File: src/rtl/pss_pkg.sv
// ----------------------------------------------------------------------------
// pss_pkg: shared types and constants of the priority step scheduler
// Holds the store geometry, event codes, request codes and the packed
// transaction and slot types used by all scheduler modules.
// ----------------------------------------------------------------------------
package pss_pkg;

    // Store geometry and value width.
    localparam int QUEUE_DEPTH = 8;
    localparam int VALUE_BITS  = 16;
    localparam int IDX_W       = $clog2(QUEUE_DEPTH);
    localparam int CNT_W       = $clog2(QUEUE_DEPTH + 1);
    localparam int PROG_W      = 5;
    localparam int SQ_W        = 2 * VALUE_BITS;

    // Request codes.
    localparam logic REQ_INSERT = 1'b0;
    localparam logic REQ_TICK   = 1'b1;

    // Event codes reported with every result.
    localparam logic [2:0] EV_IDLE     = 3'd0;
    localparam logic [2:0] EV_STEP     = 3'd1;
    localparam logic [2:0] EV_COMPLETE = 3'd2;
    localparam logic [2:0] EV_ACCEPT   = 3'd3;
    localparam logic [2:0] EV_DROP     = 3'd4;

    // Input transaction payload.
    typedef struct packed {
        logic        req_type;
        logic [15:0] task_value;
        logic [3:0]  task_priority;
        logic [3:0]  task_steps;
    } t_in_item;

    // Output transaction payload.
    typedef struct packed {
        logic [2:0]  event_kind;
        logic [15:0] out_value;
        logic [3:0]  out_priority;
        logic [4:0]  step_number;
        logic [3:0]  step_total;
        logic [31:0] square_result;
    } t_out_item;

    // One stored task.
    typedef struct packed {
        logic [VALUE_BITS-1:0] value;
        logic [3:0]            prio;
        logic [3:0]            steps;
        logic [PROG_W-1:0]     progress;
    } t_slot;

endpackage

File: src/rtl/pss_slot_ram.sv
// ----------------------------------------------------------------------------
// pss_slot_ram: task slot storage
// One write port and one read port with registered read data. Entries are
// undefined until written; data read past the fill count goes unused.
// ----------------------------------------------------------------------------
module pss_slot_ram
    import pss_pkg::*;
(
    input  logic             i_clk,
    input  logic             i_we,
    input  logic [IDX_W-1:0] i_waddr,
    input  t_slot            i_wdata,
    input  logic [IDX_W-1:0] i_raddr,
    output t_slot            o_rdata
);

    t_slot r_mem [QUEUE_DEPTH];
    t_slot r_rdata;

    // Write port.
    always_ff @(posedge i_clk) begin
        if (i_we) begin
            r_mem[i_waddr] <= i_wdata;
        end
    end

    // Registered read port.
    always_ff @(posedge i_clk) begin
        r_rdata <= r_mem[i_raddr];
    end

    assign o_rdata = r_rdata;

endmodule

File: src/rtl/pss_square.sv
// ----------------------------------------------------------------------------
// pss_square: registered squaring unit
// Squares a task value into a register and keeps the low 32 bits of the
// exact product for the completion report.
// ----------------------------------------------------------------------------
module pss_square
    import pss_pkg::*;
(
    input  logic                  i_clk,
    input  logic                  i_en,
    input  logic [VALUE_BITS-1:0] i_value,
    output logic [31:0]           o_square
);

    logic [SQ_W-1:0] r_prod;

    // The product is captured when the sequencer starts a completion.
    always_ff @(posedge i_clk) begin
        if (i_en) begin
            r_prod <= SQ_W'(i_value) * SQ_W'(i_value);
        end
    end

    assign o_square = 32'(r_prod);

endmodule

File: src/rtl/priority_step_scheduler.sv
// ----------------------------------------------------------------------------
// priority_step_scheduler: single-thread priority task scheduler
// An insert adds a task to a packed slot store unless it is full; a tick serves the oldest
// task of highest priority, reporting a step or its completion.
// ----------------------------------------------------------------------------
// An insert and a tick on an empty store are answered from the idle
// state. A tick on a store holding N tasks scans the slot memory one
// entry per cycle through a single priority comparator, then decides
// between a step and a completion. A completion additionally compacts
// the store one entry per cycle behind the removed slot. The single
// read port of the slot memory sets this pace. One transaction is
// worked on at a time; a finished result sits in the output register
// and the next transaction is taken as soon as it can be placed.
// Slot contents need no clearing after reset.
// ----------------------------------------------------------------------------
module priority_step_scheduler
    import pss_pkg::*;
(
    input  logic      i_clk,
    input  logic      i_rst_n,
    input  logic      i_in_valid,
    output logic      o_in_ready,
    input  t_in_item  i_in_data,
    output logic      o_out_valid,
    input  logic      i_out_ready,
    output t_out_item o_out_data
);

    // Sequencer states.
    localparam logic [2:0] S_IDLE   = 3'd0;
    localparam logic [2:0] S_SCAN   = 3'd1;
    localparam logic [2:0] S_DECIDE = 3'd2;
    localparam logic [2:0] S_MOVE   = 3'd3;
    localparam logic [2:0] S_DONE   = 3'd4;

    logic [2:0]       r_state,     n_state;
    logic [IDX_W-1:0] r_idx,       n_idx;
    logic [IDX_W-1:0] r_best_idx,  n_best_idx;
    t_slot            r_best,      n_best;
    logic [CNT_W-1:0] r_count,     n_count;
    logic [2:0]       r_kind,      n_kind;
    t_out_item        r_out,       n_out;
    logic             r_out_valid, n_out_valid;

    logic             mem_we;
    logic [IDX_W-1:0] mem_waddr;
    t_slot            mem_wdata;
    logic [IDX_W-1:0] mem_raddr;
    t_slot            mem_rdata;
    logic             sq_en;
    logic [31:0]      sq_result;
    logic             out_free;
    logic             in_acc;
    logic             idx_last;

    // Slot store and squaring unit.
    pss_slot_ram u_ram (
        .i_clk   (i_clk),
        .i_we    (mem_we),
        .i_waddr (mem_waddr),
        .i_wdata (mem_wdata),
        .i_raddr (mem_raddr),
        .o_rdata (mem_rdata)
    );

    pss_square u_square (
        .i_clk    (i_clk),
        .i_en     (sq_en),
        .i_value  (r_best.value),
        .o_square (sq_result)
    );

    // Handshake helpers.
    assign out_free   = !r_out_valid || i_out_ready;
    assign o_in_ready = (r_state == S_IDLE) && out_free;
    assign in_acc     = i_in_valid && o_in_ready;
    assign idx_last   = ((CNT_W'(r_idx) + CNT_W'(1)) == r_count);

    // Sequencer next-state logic.
    always_comb begin
        n_state     = r_state;
        n_idx       = r_idx;
        n_best_idx  = r_best_idx;
        n_best      = r_best;
        n_count     = r_count;
        n_kind      = r_kind;
        n_out       = r_out;
        n_out_valid = r_out_valid;
        mem_we      = 1'b0;
        mem_waddr   = r_idx;
        mem_wdata   = mem_rdata;
        mem_raddr   = '0;
        sq_en       = 1'b0;

        if (r_out_valid && i_out_ready) begin
            n_out_valid = 1'b0;
        end

        case (r_state)
            S_IDLE: begin
                mem_raddr = '0;
                if (in_acc) begin
                    n_out       = '0;
                    n_out_valid = 1'b1;
                    if (i_in_data.req_type == REQ_INSERT) begin
                        if (r_count == CNT_W'(QUEUE_DEPTH)) begin
                            n_out.event_kind = EV_DROP;
                        end else begin
                            mem_we             = 1'b1;
                            mem_waddr          = r_count[IDX_W-1:0];
                            mem_wdata.value    = VALUE_BITS'(i_in_data.task_value);
                            mem_wdata.prio     = i_in_data.task_priority;
                            mem_wdata.steps    = i_in_data.task_steps;
                            mem_wdata.progress = PROG_W'(1);
                            n_count            = r_count + CNT_W'(1);
                            n_out.event_kind   = EV_ACCEPT;
                        end
                    end else if (r_count == '0) begin
                        n_out.event_kind = EV_IDLE;
                    end else begin
                        // Tick on a non-empty store: start the scan.
                        n_out_valid = r_out_valid && !i_out_ready;
                        n_out       = r_out;
                        n_idx       = '0;
                        n_state     = S_SCAN;
                    end
                end
            end

            S_SCAN: begin
                // One slot per cycle through the comparator; ties keep the older.
                mem_raddr = r_idx + IDX_W'(1);
                if ((r_idx == '0) || (mem_rdata.prio > r_best.prio)) begin
                    n_best     = mem_rdata;
                    n_best_idx = r_idx;
                end
                if (idx_last) begin
                    n_state = S_DECIDE;
                end else begin
                    n_idx = r_idx + IDX_W'(1);
                end
            end

            S_DECIDE: begin
                if ({1'b0, r_best.steps} >= r_best.progress) begin
                    // Step executed: advance the progress in place.
                    mem_we             = 1'b1;
                    mem_waddr          = r_best_idx;
                    mem_wdata          = r_best;
                    mem_wdata.progress = r_best.progress + PROG_W'(1);
                    n_kind             = EV_STEP;
                    n_state            = S_DONE;
                end else begin
                    // Completion: square the value and close the gap.
                    n_kind    = EV_COMPLETE;
                    sq_en     = 1'b1;
                    n_idx     = r_best_idx;
                    mem_raddr = r_best_idx + IDX_W'(1);
                    n_state   = S_MOVE;
                end
            end

            S_MOVE: begin
                // Shift younger entries down by one slot.
                mem_raddr = r_idx + IDX_W'(2);
                if (!idx_last) begin
                    mem_we    = 1'b1;
                    mem_waddr = r_idx;
                    mem_wdata = mem_rdata;
                    n_idx     = r_idx + IDX_W'(1);
                end else begin
                    n_count = r_count - CNT_W'(1);
                    n_state = S_DONE;
                end
            end

            S_DONE: begin
                if (out_free) begin
                    n_out.event_kind    = r_kind;
                    n_out.out_value     = 16'(r_best.value);
                    n_out.out_priority  = r_best.prio;
                    n_out.step_number   = r_best.progress;
                    n_out.step_total    = r_best.steps;
                    n_out.square_result = (r_kind == EV_COMPLETE) ? sq_result : 32'd0;
                    n_out_valid         = 1'b1;
                    n_state             = S_IDLE;
                end
            end

            default: begin
                n_state = S_IDLE;
            end
        endcase
    end

    // Control registers.
    always_ff @(posedge i_clk) begin
        if (!i_rst_n) begin
            r_state     <= S_IDLE;
            r_count     <= '0;
            r_out_valid <= 1'b0;
        end else begin
            r_state     <= n_state;
            r_count     <= n_count;
            r_out_valid <= n_out_valid;
        end
    end

    // Payload registers.
    always_ff @(posedge i_clk) begin
        r_idx      <= n_idx;
        r_best_idx <= n_best_idx;
        r_best     <= n_best;
        r_kind     <= n_kind;
        r_out      <= n_out;
    end

    assign o_out_valid = r_out_valid;
    assign o_out_data  = r_out;

    // The fill count never exceeds the store depth.
    a_count_bound: assert property (@(posedge i_clk) disable iff (!i_rst_n)
        r_count <= CNT_W'(QUEUE_DEPTH))
        else $error("slot count exceeds store depth");

    // An accepted insert into a store with room grows the count by one.
    a_insert_grows: assert property (@(posedge i_clk) disable iff (!i_rst_n)
        (in_acc && (i_in_data.req_type == REQ_INSERT) &&
         (r_count != CNT_W'(QUEUE_DEPTH)))
        |=> (r_count == $past(r_count) + CNT_W'(1)))
        else $error("insert did not grow the slot count");

    // A scan only runs over a non-empty store.
    a_scan_nonempty: assert property (@(posedge i_clk) disable iff (!i_rst_n)
        (r_state == S_SCAN) |-> (r_count != '0))
        else $error("scan started on an empty store");

    // A completion removes exactly one task.
    a_complete_shrinks: assert property (@(posedge i_clk) disable iff (!i_rst_n)
        ((r_state == S_MOVE) && idx_last) |=> (r_count == $past(r_count) - CNT_W'(1)))
        else $error("completion did not shrink the slot count");

endmodule
File: config.mk
export PLATFORM = sky130hd
export DESIGN_NAME = priority_step_scheduler
export DESIGN_NICKNAME = d
export VERILOG_FILES = /design/src/rtl/pss_pkg.sv /design/src/rtl/pss_slot_ram.sv /design/src/rtl/pss_square.sv /design/src/rtl/priority_step_scheduler.sv
export SDC_FILE = /design/constraint.sdc
export NUM_CORES = 1
export LEC_CHECK = 0
export ABC_AREA = 1
export BUFFER_PORTS_ARGS = -buffer_cell sky130_fd_sc_hd__clkbuf_2
export CAP_MARGIN = 10
export CORE_ASPECT_RATIO = 1.4
export CORE_MARGIN = 2
export CORE_UTILIZATION = 63
export DETAILED_ROUTE_END_ITERATION = 7
export GPL_TIMING_DRIVEN = 0
export HOLD_SLACK_MARGIN = 0.12
export PLACE_DENSITY = 0.81
export SKIP_CTS_REPAIR_TIMING = 1
export SYNTH_ARGS = -nofsm -noshare
export SYNTH_HDL_FRONTEND = slang
export SYNTH_SLANG_ARGS = --single-unit
File: constraint.sdc
create_clock -name i_clk -period 8.8 [get_ports i_clk]
set_clock_uncertainty 0.15 [all_clocks]
set_input_delay 0.44 -clock i_clk [delete_from_list [all_inputs] [get_ports i_clk]]
set_output_delay 0.44 -clock i_clk [all_outputs]
set_load 0.005 [all_outputs]
==> metrics.txt <==
# TYPE chip_impl_metric gauge
chip_impl_metric{name="yosysWarningCount",unit=""} 0
chip_impl_info{name="criticalPathCategory",value="reg -> reg"} 1
chip_impl_info{name="hold_end",value="o_out_valid"} 1
chip_impl_metric{name="detailroute.via_count",unit=""} 17900
chip_impl_metric{name="critPathMaxFanout",unit=""} 10
chip_impl_info{name="grt_setup_unrepaired",value="false"} 1
chip_impl_metric{name="timing.final.setup_violations",unit=""} 0
chip_impl_info{name="setup.worst_path.end_class",value="flip-flop"} 1
chip_impl_metric{name="net_count_synth",unit=""} 2905
chip_impl_metric{name="cts_htree_levels",unit=""} 2
chip_impl_metric{name="synth_cell_types",unit=""} 43
chip_impl_info{name="cts_tree",value="yes"} 1
chip_impl_metric{name="grt_pass1_wl",unit="um"} 97500
chip_impl_metric{name="global_route.usage.total",unit="%"} 31.6
chip_impl_metric{name="antennaDiodeCount",unit=""} 0
chip_impl_metric{name="rows",unit=""} 85
chip_impl_metric{name="effective_utilization_at_floorplan",unit="%"} 63.9
chip_impl_metric{name="min_delay_path_depth",unit=""} 5
chip_impl_metric{name="period_minus_slack",unit="ps"} 6980
chip_impl_metric{name="reg2reg_slack",unit="ps"} 1820
chip_impl_metric{name="die_width",unit="um"} 171
chip_impl_info{name="worstHoldStart",value="i_in_valid"} 1
chip_impl_info{name="layout_common_cells",value="sky130_fd_sc_hd__inv_1, sky130_fd_sc_hd__nand2_1, sky130_fd_sc_hd__edfxtp_1"} 1
chip_impl_metric{name="floorplan.die.height",unit="um"} 238
chip_impl_metric{name="clk_latency_worst_skew_pair",unit="ps"} 560
chip_impl_metric{name="post_synthesis_instance_area",unit="sq mm"} 0.0246
chip_impl_metric{name="finalHoldViolCount",unit=""} 0
chip_impl_metric{name="synth-async-reset-ratio",unit="%"} 0
chip_impl_metric{name="core-area",unit="sq mm"} 0.0385
chip_impl_metric{name="grt_remaining_overflow",unit=""} 0
chip_impl_metric{name="fin_nets",unit=""} 3051
chip_impl_info{name="dominantRegCellSynth",value="sky130_fd_sc_hd__edfxtp_1"} 1
chip_impl_metric{name="place.detailed.hpwl",unit="um"} 47900
chip_impl_metric{name="drc",unit=""} 0
chip_impl_info{name="cp-start-kind",value="flip-flop"} 1
chip_impl_info{name="clockRootBuffer",value="sky130_fd_sc_hd__clkbuf_16"} 1
chip_impl_metric{name="timing.final.max_slew_violations",unit=""} 0
chip_impl_metric{name="syn-mean-instance-area",unit="sq um"} 9.46
chip_impl_metric{name="critical_path_arrival",unit="ps"} 7120
chip_impl_metric{name="ioPinCount",unit=""} 95
chip_impl_metric{name="drt_pre_antenna_iters",unit=""} 5
chip_impl_metric{name="route.final.wire_length",unit="um"} 62200
chip_impl_metric{name="synth_seq_cells",unit=""} 400
chip_impl_info{name="end_of_the_worst_register_to_register_path",value="u_square.o_square[29]"} 1
chip_impl_metric{name="grt_max_degree",unit=""} 30
chip_impl_metric{name="design.die.area",unit="sq mm"} 0.0406
chip_impl_metric{name="synth_sequential_area_ratio",unit="%"} 47.3
chip_impl_metric{name="path_clk_slew",unit="ps"} 60
chip_impl_metric{name="tritoncts_buffers",unit=""} 38
chip_impl_metric{name="drv_cap",unit=""} 0
chip_impl_metric{name="synth-edff-count",unit=""} 363
chip_impl_metric{name="synthesis.instances",unit=""} 2598
chip_impl_info{name="final_common_cell",value="sky130_fd_sc_hd__inv_1"} 1
chip_impl_metric{name="grt_pass1_vias",unit=""} 19100
chip_impl_metric{name="place_congestion",unit=""} 0.986
chip_impl_metric{name="fmax",unit="GHz"} 0.143
chip_impl_metric{name="layout_worst_path_cycle_share",unit="%"} 79.3
chip_impl_metric{name="area.growth.synth_to_final",unit="%"} 11.4
chip_impl_metric{name="vias_per_cell",unit=""} 5.44
chip_impl_metric{name="cp_data_required_time",unit="ps"} 8950
chip_impl_metric{name="grt_antenna_before_repair",unit=""} 0
chip_impl_metric{name="antenna_left",unit=""} 0
chip_impl_metric{name="slew_headroom",unit="%"} 31.8
chip_impl_metric{name="post_route_cells_drive_above_1_share",unit="%"} 8.19
chip_impl_metric{name="io_buffers",unit=""} 93
chip_impl_metric{name="clock_sink_count",unit=""} 400
chip_impl_metric{name="routedWlPerCell",unit="um"} 18.9
chip_impl_metric{name="transition_at_the_pin_with_the_smallest_max_transition_slack",unit="ps"} 1010
chip_impl_metric{name="dr.first_iter.drc_count",unit=""} 1660
chip_impl_info{name="crit-reg2reg-launch",value="r_best[19]"} 1
chip_impl_info{name="run_status",value="finished, final reports clean"} 1
chip_impl_metric{name="dp_slack",unit="ps"} 1960
chip_impl_metric{name="setup_slack",unit="ps"} 1820
chip_impl_metric{name="clock_buffer_depth",unit=""} 3
chip_impl_metric{name="reg2regPathDepth",unit=""} 21
chip_impl_info{name="hold_path.class",value="in -> reg"} 1
==> cell type report <==
class	count	area [sq um]
Buffer	101	454
Inverter	637	2390
Fill cell	2822	11100
Sequential cell	400	11600
Multi-Input combinational cell	1460	10200
Timing Repair Buffer	106	758
Clock buffer	50	1060
Clock inverter	19	245
Tap cell	522	653
==> cell usage after synthesis, types with 2 or more instances <==
library cell               count  area (sq um)
sky130_fd_sc_hd__o21ai_2       2          17.5
sky130_fd_sc_hd__nor2_1      122           458
sky130_fd_sc_hd__fa_1        163          3260
sky130_fd_sc_hd__o211ai_1     24           180
sky130_fd_sc_hd__xnor2_1      10          87.6
sky130_fd_sc_hd__nor2_4        2          22.5
sky130_fd_sc_hd__ha_1        115          1440
sky130_fd_sc_hd__o21ai_0      33           165
sky130_fd_sc_hd__buf_4         9          67.6
sky130_fd_sc_hd__inv_1       633          2380
sky130_fd_sc_hd__o22ai_1       3          18.8
sky130_fd_sc_hd__dfxtp_1      37           741
sky130_fd_sc_hd__nand4_1      11          68.8
sky130_fd_sc_hd__buf_6         3          33.8
sky130_fd_sc_hd__xor2_1       32           280
sky130_fd_sc_hd__nand3_1     264          1320
sky130_fd_sc_hd__inv_2         4          15.0
sky130_fd_sc_hd__buf_2        15          75.1
sky130_fd_sc_hd__buf_1         8          30.0
sky130_fd_sc_hd__a21oi_1      45           225
sky130_fd_sc_hd__nand3b_1      3          22.5
sky130_fd_sc_hd__or2_2         3          18.8
sky130_fd_sc_hd__nand2_1     586          2200
sky130_fd_sc_hd__nor3_1       12          60.1
sky130_fd_sc_hd__a21o_1        4          30.0
sky130_fd_sc_hd__nand2_2       3          18.8
sky130_fd_sc_hd__o21bai_1      7          52.6
sky130_fd_sc_hd__clkbuf_1     66           248
sky130_fd_sc_hd__nor2_2        3          18.8
sky130_fd_sc_hd__edfxtp_1    363         10900
==> state kept, by name (all words and copies together) (netlist names) <==
signal	cells
r_state	3
u_ram.o_rdata	29
r_best_idx	3
r_kind	2
o_out_data	63
u_ram.r_mem	232
o_out_valid	1
u_square.o_square	31
r_best	29
r_count	4
r_idx	3
==> worst max-delay path by stage <==
| stage | from | end | cells past startpoint |
|---|---|---|---|
| after CTS | r_best[19] | u_square.o_square[30] | 20 |
| after global routing | r_best[19] | u_square.o_square[30] | 20 |
| after floorplan | r_state[0] | o_out_data[0] | 4 |
| final | r_best[19] | u_square.o_square[29] | 21 |
| after global placement | r_state[0] | o_out_data[59] | 4 |
| after detailed placement | r_best[19] | u_square.o_square[22] | 19 |
==> metal layers <==
| layer | vias to the layer above | GRT usage, % | part of all wire (%) |
|---|---|---|---|
| met1 | 8512 | 33.6 | 34 |
| met5 | - | 0 | 0 |
| li1 | 8376 | - | - |
| met3 | 232 | 3.90 | 6.0 |
| met4 | 0 | 19.8 | 6.9 |
| met2 | 815 | 58.5 | 53 |
==> cell families after synthesis <==
group                      share of synthesized area (%)
xor gates and xnor gates                            1.50
other                                             0.0153
buffers and inverters                               11.6
DFF                                                 47.3
and+or+nand+nor                                     17.4
adders and majority gates                           19.1
AOI/OAI and AO/OA                                   3.07
==> critical path, stage by stage, from the launching register on <==
cell	delay, ps
sky130_fd_sc_hd__edfxtp_1	470
sky130_fd_sc_hd__clkbuf_1	460
sky130_fd_sc_hd__clkbuf_1	570
sky130_fd_sc_hd__nand2_1	250
sky130_fd_sc_hd__fa_1	610
sky130_fd_sc_hd__inv_1	70
sky130_fd_sc_hd__fa_1	420
sky130_fd_sc_hd__fa_1	520
sky130_fd_sc_hd__fa_1	520
sky130_fd_sc_hd__fa_1	500
sky130_fd_sc_hd__inv_1	50
sky130_fd_sc_hd__fa_1	360
sky130_fd_sc_hd__inv_1	70
sky130_fd_sc_hd__ha_1	360
sky130_fd_sc_hd__a21oi_1	260
sky130_fd_sc_hd__o21ai_0	170
sky130_fd_sc_hd__a21oi_1	410
sky130_fd_sc_hd__nor2_1	170
sky130_fd_sc_hd__nor2_1	160
sky130_fd_sc_hd__nand2_1	70
sky130_fd_sc_hd__nand2_1	60
sky130_fd_sc_hd__nand2_1	50
==> stage by stage <==
step	util, %	cell area, sq um	setup TNS [ps]	instances	hold slack [ps]
after detailed placement	67.7	26100	0	3225	266
after CTS	71.1	27400	0	3294	-22.7
after global placement	66.8	25700	-1800	3213	263
final	71.1	27400	0	3295	99.2
after global routing	71.1	27400	0	3295	121
after floorplan	-	24600	0	2598	258
Power is not shown: default switching activity piles up to over one toggle a cycle in this logic, so the estimate is an artifact.
